[src/sv/tsp_pkg.sv]
// ----------------------------------------------------------------------------
// Timer slot pool package
// Shared widths, constants and operation codes.
// ----------------------------------------------------------------------------
package tsp_pkg;

    localparam int TICK_W   = 16;
    localparam int HANDLE_W = 8;
    localparam int MODE_W   = 3;
    localparam int PROD_W   = 26;
    localparam int SLOT_W   = 2 * TICK_W;

    localparam logic [9:0]          MS_TO_US            = 10'd1000;
    localparam logic [HANDLE_W-1:0] HANDLE_BASE         = 8'h10;
    localparam logic [TICK_W-1:0]   DEFAULT_INTERVAL_US = 16'd100;

    typedef enum logic [MODE_W-1:0] {
        MODE_TICK    = 3'd0,
        MODE_CLEAR   = 3'd1,
        MODE_ALLOC   = 3'd2,
        MODE_QUERY   = 3'd3,
        MODE_RELEASE = 3'd4,
        MODE_RESTART = 3'd5
    } mode_t;

endpackage

[src/sv/tsp_ram.sv]
// ----------------------------------------------------------------------------
// Generic single-port RAM
// One address for read and write, registered read data.
// ----------------------------------------------------------------------------
module tsp_ram #(
    parameter int WIDTH = 32,
    parameter int DEPTH = 8
) (
    input  logic                                   aclk,
    input  logic                                   we,
    input  logic [(DEPTH > 1 ? $clog2(DEPTH) : 1)-1:0] addr,
    input  logic [WIDTH-1:0]                       wdata,
    output logic [WIDTH-1:0]                       rdata
);

    logic [WIDTH-1:0] mem [DEPTH];
    logic [WIDTH-1:0] rdata_reg;

    always_ff @(posedge aclk) begin
        if (we) begin
            mem[addr] <= wdata;
        end
        rdata_reg <= mem[addr];
    end

    assign rdata = rdata_reg;

endmodule

[src/sv/tsp_div.sv]
// ----------------------------------------------------------------------------
// Timer slot pool divider
// Restoring divider, one quotient bit per cycle, low quotient bits kept.
// ----------------------------------------------------------------------------
module tsp_div (
    input  logic                       aclk,
    input  logic                       aresetn,
    input  logic                       start,
    input  logic [tsp_pkg::PROD_W-1:0] dividend,
    input  logic [tsp_pkg::TICK_W-1:0] divisor,
    output logic                       done,
    output logic [tsp_pkg::TICK_W-1:0] quotient
);
    import tsp_pkg::*;

    localparam int CW = $clog2(PROD_W + 1);

    logic [TICK_W-1:0] rem_reg;
    logic [TICK_W-1:0] rem_next;
    logic [PROD_W-1:0] quo_reg;
    logic [TICK_W-1:0] divisor_reg;
    logic [CW-1:0]     cnt_reg;
    logic              busy_reg;
    logic              done_reg;
    logic [TICK_W:0]   shifted;
    logic [TICK_W+1:0] diff;
    logic              fits;

    assign shifted  = {rem_reg, quo_reg[PROD_W-1]};
    assign diff     = {1'b0, shifted} - {2'b00, divisor_reg};
    assign fits     = !diff[TICK_W+1];
    assign rem_next = fits ? diff[TICK_W-1:0] : shifted[TICK_W-1:0];

    always_ff @(posedge aclk) begin
        if (!aresetn) begin
            busy_reg <= 1'b0;
            done_reg <= 1'b0;
        end else if (start) begin
            rem_reg     <= '0;
            quo_reg     <= dividend;
            divisor_reg <= divisor;
            cnt_reg     <= CW'(PROD_W);
            busy_reg    <= 1'b1;
            done_reg    <= 1'b0;
        end else if (busy_reg) begin
            rem_reg <= rem_next;
            quo_reg <= {quo_reg[PROD_W-2:0], fits};
            cnt_reg <= cnt_reg - 1'b1;
            if (cnt_reg == CW'(1)) begin
                busy_reg <= 1'b0;
                done_reg <= 1'b1;
            end
        end
    end

    assign done     = done_reg;
    assign quotient = quo_reg[TICK_W-1:0];

endmodule

[src/sv/timer_slot_pool_top.sv]
// ----------------------------------------------------------------------------
// Timer slot pool
// A pool of timer slots on a wrapping 16-bit tick counter, with allocate,
// query, release and restart operations and a millisecond-to-tick divider.
// ----------------------------------------------------------------------------
//  Channel   Direction  Ports
//  s_        in         s_valid s_ready s_mode s_time_ms s_handle
//  m_        out        m_valid m_ready m_ok m_handle_out m_tick_now
//  cfg_      in         cfg_valid cfg_ready cfg_tick_interval_us
//
//  One item is worked on at a time. Tick, clear, release and unused modes pass
//  through decode to the result state; query and restart with a matching handle
//  add one RAM read. Allocate waits for both the 26-step divider and the
//  free-slot scan to finish. Reset frees every slot at once; no clearing pass is
//  needed. A result waits in the output register while a new item is accepted;
//  that item finishes once the register is free again.
// ----------------------------------------------------------------------------
module timer_slot_pool_top #(
    parameter int SLOTS = 8
) (
    input  logic                         aclk,
    input  logic                         aresetn,
    input  logic                         s_valid,
    output logic                         s_ready,
    input  logic [tsp_pkg::MODE_W-1:0]   s_mode,
    input  logic [tsp_pkg::TICK_W-1:0]   s_time_ms,
    input  logic [tsp_pkg::HANDLE_W-1:0] s_handle,
    output logic                         m_valid,
    input  logic                         m_ready,
    output logic                         m_ok,
    output logic [tsp_pkg::HANDLE_W-1:0] m_handle_out,
    output logic [tsp_pkg::TICK_W-1:0]   m_tick_now,
    input  logic                         cfg_valid,
    output logic                         cfg_ready,
    input  logic [tsp_pkg::TICK_W-1:0]   cfg_tick_interval_us
);
    import tsp_pkg::*;

    localparam int IW = (SLOTS > 1) ? $clog2(SLOTS) : 1;

    typedef enum logic [2:0] {
        ST_IDLE,
        ST_DECODE,
        ST_START,
        ST_DIV,
        ST_RMW,
        ST_DONE
    } state_t;

    state_t              state_reg;
    logic [MODE_W-1:0]   mode_reg;
    logic [TICK_W-1:0]   ms_reg;
    logic [HANDLE_W-1:0] handle_reg;
    logic [TICK_W-1:0]   tick_reg;
    logic [TICK_W-1:0]   interval_reg;
    logic [SLOTS-1:0]    valid_reg;
    logic [PROD_W-1:0]   prod_reg;
    logic [IW-1:0]       scan_idx_reg;
    logic                scan_fin_reg;
    logic                scan_hit_reg;
    logic                res_ok_reg;
    logic [HANDLE_W-1:0] res_hout_reg;
    logic                m_valid_reg;
    logic                m_ok_reg;
    logic [HANDLE_W-1:0] m_hout_reg;
    logic [TICK_W-1:0]   m_tick_reg;

    logic [HANDLE_W-1:0] hoff;
    logic [IW-1:0]       hidx;
    logic                hmatch;
    logic                div_start;
    logic                div_done;
    logic [TICK_W-1:0]   div_quot;
    logic                alloc_end;
    logic                ram_we;
    logic [IW-1:0]       ram_addr;
    logic [SLOT_W-1:0]   ram_wdata;
    logic [SLOT_W-1:0]   ram_rdata;

    // Handles map straight onto slot indices, so a lookup needs no search.
    assign hoff   = handle_reg - HANDLE_BASE;
    assign hidx   = hoff[IW-1:0];
    assign hmatch = (handle_reg >= HANDLE_BASE) && (hoff < HANDLE_W'(SLOTS)) &&
                    valid_reg[hidx];

    assign div_start = (state_reg == ST_START);
    assign alloc_end = (state_reg == ST_DIV) && div_done && scan_fin_reg;

    tsp_div u_div (
        .aclk     (aclk),
        .aresetn  (aresetn),
        .start    (div_start),
        .dividend (prod_reg),
        .divisor  (interval_reg),
        .done     (div_done),
        .quotient (div_quot)
    );

    // Each RAM word holds the period in the upper half, the deadline below.
    always_comb begin
        ram_we = (alloc_end && scan_hit_reg) ||
                 ((state_reg == ST_RMW) && (mode_reg == MODE_RESTART));
        if (state_reg == ST_DIV) begin
            ram_addr  = scan_idx_reg;
            ram_wdata = {div_quot, div_quot + tick_reg};
        end else begin
            ram_addr  = hidx;
            ram_wdata = {ram_rdata[SLOT_W-1:TICK_W], ram_rdata[SLOT_W-1:TICK_W] + tick_reg};
        end
    end

    tsp_ram #(
        .WIDTH (SLOT_W),
        .DEPTH (SLOTS)
    ) u_ram (
        .aclk  (aclk),
        .we    (ram_we),
        .addr  (ram_addr),
        .wdata (ram_wdata),
        .rdata (ram_rdata)
    );

    always_ff @(posedge aclk) begin
        if (!aresetn) begin
            state_reg    <= ST_IDLE;
            tick_reg     <= '0;
            interval_reg <= DEFAULT_INTERVAL_US;
            valid_reg    <= '0;
            m_valid_reg  <= 1'b0;
        end else begin
            if (cfg_valid) begin
                interval_reg <= cfg_tick_interval_us;
            end
            if (m_valid_reg && m_ready && (state_reg != ST_DONE)) begin
                m_valid_reg <= 1'b0;
            end
            unique case (state_reg)
                ST_IDLE: begin
                    if (s_valid) begin
                        mode_reg   <= s_mode;
                        ms_reg     <= s_time_ms;
                        handle_reg <= s_handle;
                        state_reg  <= ST_DECODE;
                    end
                end
                ST_DECODE: begin
                    res_ok_reg   <= 1'b0;
                    res_hout_reg <= '0;
                    prod_reg     <= PROD_W'(ms_reg) * PROD_W'(MS_TO_US);
                    scan_idx_reg <= '0;
                    scan_fin_reg <= 1'b0;
                    scan_hit_reg <= 1'b0;
                    state_reg    <= ST_DONE;
                    unique case (mode_reg)
                        MODE_TICK: begin
                            tick_reg <= tick_reg + 1'b1;
                        end
                        MODE_CLEAR: begin
                            valid_reg <= '0;
                        end
                        MODE_ALLOC: begin
                            state_reg <= ST_START;
                        end
                        MODE_QUERY, MODE_RESTART: begin
                            if (hmatch) begin
                                state_reg <= ST_RMW;
                            end
                        end
                        MODE_RELEASE: begin
                            if (hmatch) begin
                                valid_reg[hidx] <= 1'b0;
                                res_ok_reg      <= 1'b1;
                            end
                        end
                        default: begin
                        end
                    endcase
                end
                ST_START, ST_DIV: begin
                    if (!scan_fin_reg) begin
                        if (!valid_reg[scan_idx_reg]) begin
                            scan_fin_reg <= 1'b1;
                            scan_hit_reg <= 1'b1;
                        end else if (scan_idx_reg == IW'(SLOTS - 1)) begin
                            scan_fin_reg <= 1'b1;
                        end else begin
                            scan_idx_reg <= scan_idx_reg + 1'b1;
                        end
                    end
                    if (state_reg == ST_START) begin
                        state_reg <= ST_DIV;
                    end else if (alloc_end) begin
                        if (scan_hit_reg) begin
                            valid_reg[scan_idx_reg] <= 1'b1;
                            res_ok_reg              <= 1'b1;
                            res_hout_reg            <= HANDLE_BASE + HANDLE_W'(scan_idx_reg);
                        end
                        state_reg <= ST_DONE;
                    end
                end
                ST_RMW: begin
                    if (mode_reg == MODE_QUERY) begin
                        res_ok_reg <= (ram_rdata[TICK_W-1:0] < tick_reg);
                    end else begin
                        res_ok_reg <= 1'b1;
                    end
                    state_reg <= ST_DONE;
                end
                ST_DONE: begin
                    if (!m_valid_reg || m_ready) begin
                        m_valid_reg <= 1'b1;
                        m_ok_reg    <= res_ok_reg;
                        m_hout_reg  <= res_hout_reg;
                        m_tick_reg  <= tick_reg;
                        state_reg   <= ST_IDLE;
                    end
                end
                default: begin
                    state_reg <= ST_IDLE;
                end
            endcase
        end
    end

    assign s_ready      = (state_reg == ST_IDLE);
    assign cfg_ready    = 1'b1;
    assign m_valid      = m_valid_reg;
    assign m_ok         = m_ok_reg;
    assign m_handle_out = m_hout_reg;
    assign m_tick_now   = m_tick_reg;

endmodule

[config.mk]
export PLATFORM = sky130hd
export DESIGN_NAME = timer_slot_pool_top
export DESIGN_NICKNAME = d
export VERILOG_FILES = /design/src/sv/tsp_pkg.sv /design/src/sv/tsp_ram.sv /design/src/sv/tsp_div.sv /design/src/sv/timer_slot_pool_top.sv
export SDC_FILE = /design/constraint.sdc
export NUM_CORES = 1
export LEC_CHECK = 0
export ABC_AREA = 1
export ABC_CLOCK_PERIOD_IN_PS = 14690
export BUFFER_PORTS_ARGS = -buffer_cell sky130_fd_sc_hd__buf_2
export CAP_MARGIN = 20
export CORE_ASPECT_RATIO = 1.5
export CORE_MARGIN = 10
export CORE_UTILIZATION = 51
export DETAILED_ROUTE_END_ITERATION = 6
export PLACE_DENSITY = 0.69
export SYNTH_ARGS = -nofsm -noshare
export SYNTH_HDL_FRONTEND = slang
export SYNTH_SLANG_ARGS = --single-unit
[constraint.sdc]
create_clock -name aclk -period 14.69 [get_ports aclk]
set_input_delay 1.469 -clock aclk [delete_from_list [all_inputs] [get_ports aclk]]
set_output_delay 1.469 -clock aclk [all_outputs]
set_load 0.005 [all_outputs]
==> impl_metrics.yaml <==
synthesis:
  synth-compound-area-share_pct: 7.70
  ys_seq_elements: 478
  synth_fa_ha_area_share_pct: 10.6
  synthMuxAreaShare_pct: 0
  yosysTopAreaCell: "edfxtp_1"
  synth.top_cells.by_count: "edfxtp_1 (400), nand2_1 (398), inv_1 (317)"
  yosysUniqueCellTypes: 44
  synthSimpleGateAreaFrac_pct: 14.2
  post-synth-top-count-cell: "edfxtp_1"
  yosys-top-cells-area: "edfxtp_1 (52%), dfxtp_1 (6.8%), nand2_1 (6.5%), ha_1 (5.7%), inv_1 (5.2%)"
  ys_seq_area_share_pct: 59.2
  synth_edf_count: 400
  yosys_warnings: 0
  synth_xor_area_share_pct: 1.72
  ys.flop_type: "edfxtp_1"
  avgSynthCellArea_um2: 10.5
  synthArstFlopShare_pct: 0
  syn-instance-count: 2175
  synth_area_um2: 22900
  synth_top_family_by_area: "simple AND/OR/NAND/NOR gates"
  synth_top_area_share_pct: 52.4
pwr:
  ir_worst_vdd_uv: 103
  internal-power_w: 0.00258
  power-per-cell-area_nw_per_um2: 146
  swShare_pct: 30.6
  p_comb_share_pct: 25.5
  power.share.sequential_pct: 43.8
  power.switching_w: 0.00114
  p_clk_share_pct: 30.8
  leakage_nw: 10.6
  total_power_w: 0.00371
min_path:
  hold_end: "m_handle_out[4]$_DFFE_PP_"
  hold_path_startpoint: "res_hout_reg[4]$_SDFFCE_PP0P_"
  hp-class: "register to register"
  hold_depth: 0
critical_path:
  cpPeakStageDelay_ns: 0.55
  critPathLaunchType: "register"
  worstRegToRegCells: 13
  ff2ff_setup_slack_ns: 10.11
  critPathBufInv: 2
  r2r-end: "prod_reg[21]$_DFFE_PP_"
  slowest_stage: "fa_1"
  critPathArrivalTime_ns: 4.90
  endpoint_kind: "register"
  cp_common_cell: "fa_1"
  critPathKind: "register to register"
  critPathTopFamily: "adder cells"
  worstReg2RegStart: "ms_reg[2]$_DFFE_PP_"
  path_max_fanout: 6
  crit_chain: "inv_1 -> fa_1 -> fa_1 -> fa_1 -> fa_1 -> inv_1 -> ha_1 -> a21oi_1 -> a21boi_0 -> o21ai_0 -> nand3_1 -> a21o_1 -> nand2_1"
  critPathRequiredTime_ns: 15.00
timing:
  slew_violations: 0
  post-route-period-util_pct: 31.2
  worstMarginPinSlew_ns: 1.18
  fmax_ghz: 0.218
  fin_crit_ns: 4.58
  rsz0062_at_grt: "no"
  finalSetupViolations: 0
  hold_viol: 0
  max_slew_margin_pct: 20.8
  fin_skew_ns: 0.0228
  tns_ns: 0
final_layout:
  multiInputGateArea_um2: 7940
  num_antenna_cells: 0
  largest_reg_flops: 256
  finalNetCount: 2466
  fillers: 3771
  synthToLayoutAreaGrowth_pct: 10.7
  seq_area_um2: 13600
  drive_gt1_share_pct: 8.24
clock_network:
  root_buffer: "clkbuf_16"
  cts_setup_buffers: 0
  ctsResizeCount: 0
  cts_made_buffers: 45
  clock-sinks: 478
  cts_buffer_depth: 3
  cts_hold_buffers: 0
  path_clk_slew_ns: 0.06
  cts_tree: "done"
  worst_skew_pair.late_latency_ns: 0.56
  cts-htree-levels: 2
floorplan:
  die_area_um2: 54000
  initial_core_util_pct: 51.3
  die_w_um: 193
  pin_count: 76
  fp.coreArea_um2: 44700
  die_h_um: 280
  placementRows: 95
route:
  antenna_left: 0
  vias: 15600
  drt-pass1-iter-count: 5
  top_layer: "met4"
  drt_iter0_drc: 1219
  wl_met2_um: 30000
  viasPerCell: 5.41
  met1Wirelength_um: 20500
  routed_wl_um: 55300
  drcViolationCount: 0
  wl_met3_um: 2730
  wire_per_inst_um: 19.2
global_route:
  grt_pass1_vias: 15800
  grt_antenna_before_repair: 0
  grt_max_degree: 48
  grt_pass1_wl_um: 86100
  grt.total_usage_pct: 20.4
  overflow: 0
placed_design:
  port_buffers: 70
  place.gp.congestion: 0.907
  place_hpwl_um: 37500
flow_run:
  drv_cap: 0
outcome:
  outcome: "complete, no violations"
==> power groups by stage <==
stage | Combinational [W] | Sequential, W | Clock [W]
CTS | 0.000949 | 0.00163 | 0.00116
floorplan | 0.000709 | 0.00164 | 0
detailed placement | 0.000943 | 0.00166 | 0
global route | 0.00108 | 0.00163 | 0.00121
global placement | 0.000927 | 0.00165 | 0
finish | 0.000945 | 0.00163 | 0.00114
==> area by class of cell <==
| type | count | share of cell area [%] |
|---|---|---|
| multi-input combinational | 1320 | 31.3 |
| tap | 582 | 2.87 |
| sequential | 478 | 53.5 |
| clock inverter | 19 | 0.636 |
| timing repair buffer | 88 | 1.94 |
| inverter | 325 | 4.81 |
| clock buffer | 64 | 5.04 |
==> kinds of logic after synthesis <==
family / after synthesis
xor gates and xnor gates: 45
other: 2
adders and majority gates: 160
and+or+nand+nor: 788
buffers and inverters: 380
AOI/OAI and AO/OA: 322
DFF: 478
==> layout by cell type (no fill, tap or decap), types with 70 or more instances in the layout <==
cell	Yosys	routed
edfxtp_1	400	400
nand2_1	398	397
inv_1	317	317
nor2_1	230	221
a21oi_1	176	176
ha_1	104	104
nand3_1	92	92
o21ai_0	87	87
dfxtp_1	78	78
buf_2	17	70
==> through the flow <==
step	setup slack (ns)	hold WS, ns	cells	util (%)	instance area [um2]
CTS	10.11	0.419	2875	56.8	25400
finish	10.11	0.420	2876	56.8	25400
global placement	10.22	0.404	2792	53.6	23900
global route	9.85	0.429	2876	56.8	25400
floorplan	9.77	0.400	2178	-	23000
detailed placement	10.13	0.405	2792	53.6	23900
==> metal layers <==
metal  up-vias  global-route usage (%)
met3       123                    2.59
met1      7521                    22.7
li1       7443                       -
met2       482                    37.9
met5         -                       0
met4         0                    8.58
==> how the worst max path moves through the flow <==
| stage | from | to | slack [ns] | cells after the start |
|---|---|---|---|---|
| final | ms_reg[2]$_DFFE_PP_ | prod_reg[21]$_DFFE_PP_ | 10.11 | 13 |
| after CTS | ms_reg[2]$_DFFE_PP_ | prod_reg[21]$_DFFE_PP_ | 10.11 | 13 |
| after detailed placement | ms_reg[2]$_DFFE_PP_ | prod_reg[21]$_DFFE_PP_ | 10.13 | 13 |
| after global placement | ms_reg[2]$_DFFE_PP_ | prod_reg[21]$_DFFE_PP_ | 10.22 | 13 |
| after floorplan | state_reg[0]$_SDFFE_PN0P_ | u_ram.mem[6][0]$_DFFE_PP_ | 9.77 | 7 |
| after global routing | ms_reg[11]$_DFFE_PP_ | prod_reg[23]$_DFFE_PP_ | 9.85 | 16 |
Note: power is estimated with default switching activity, not from simulation.
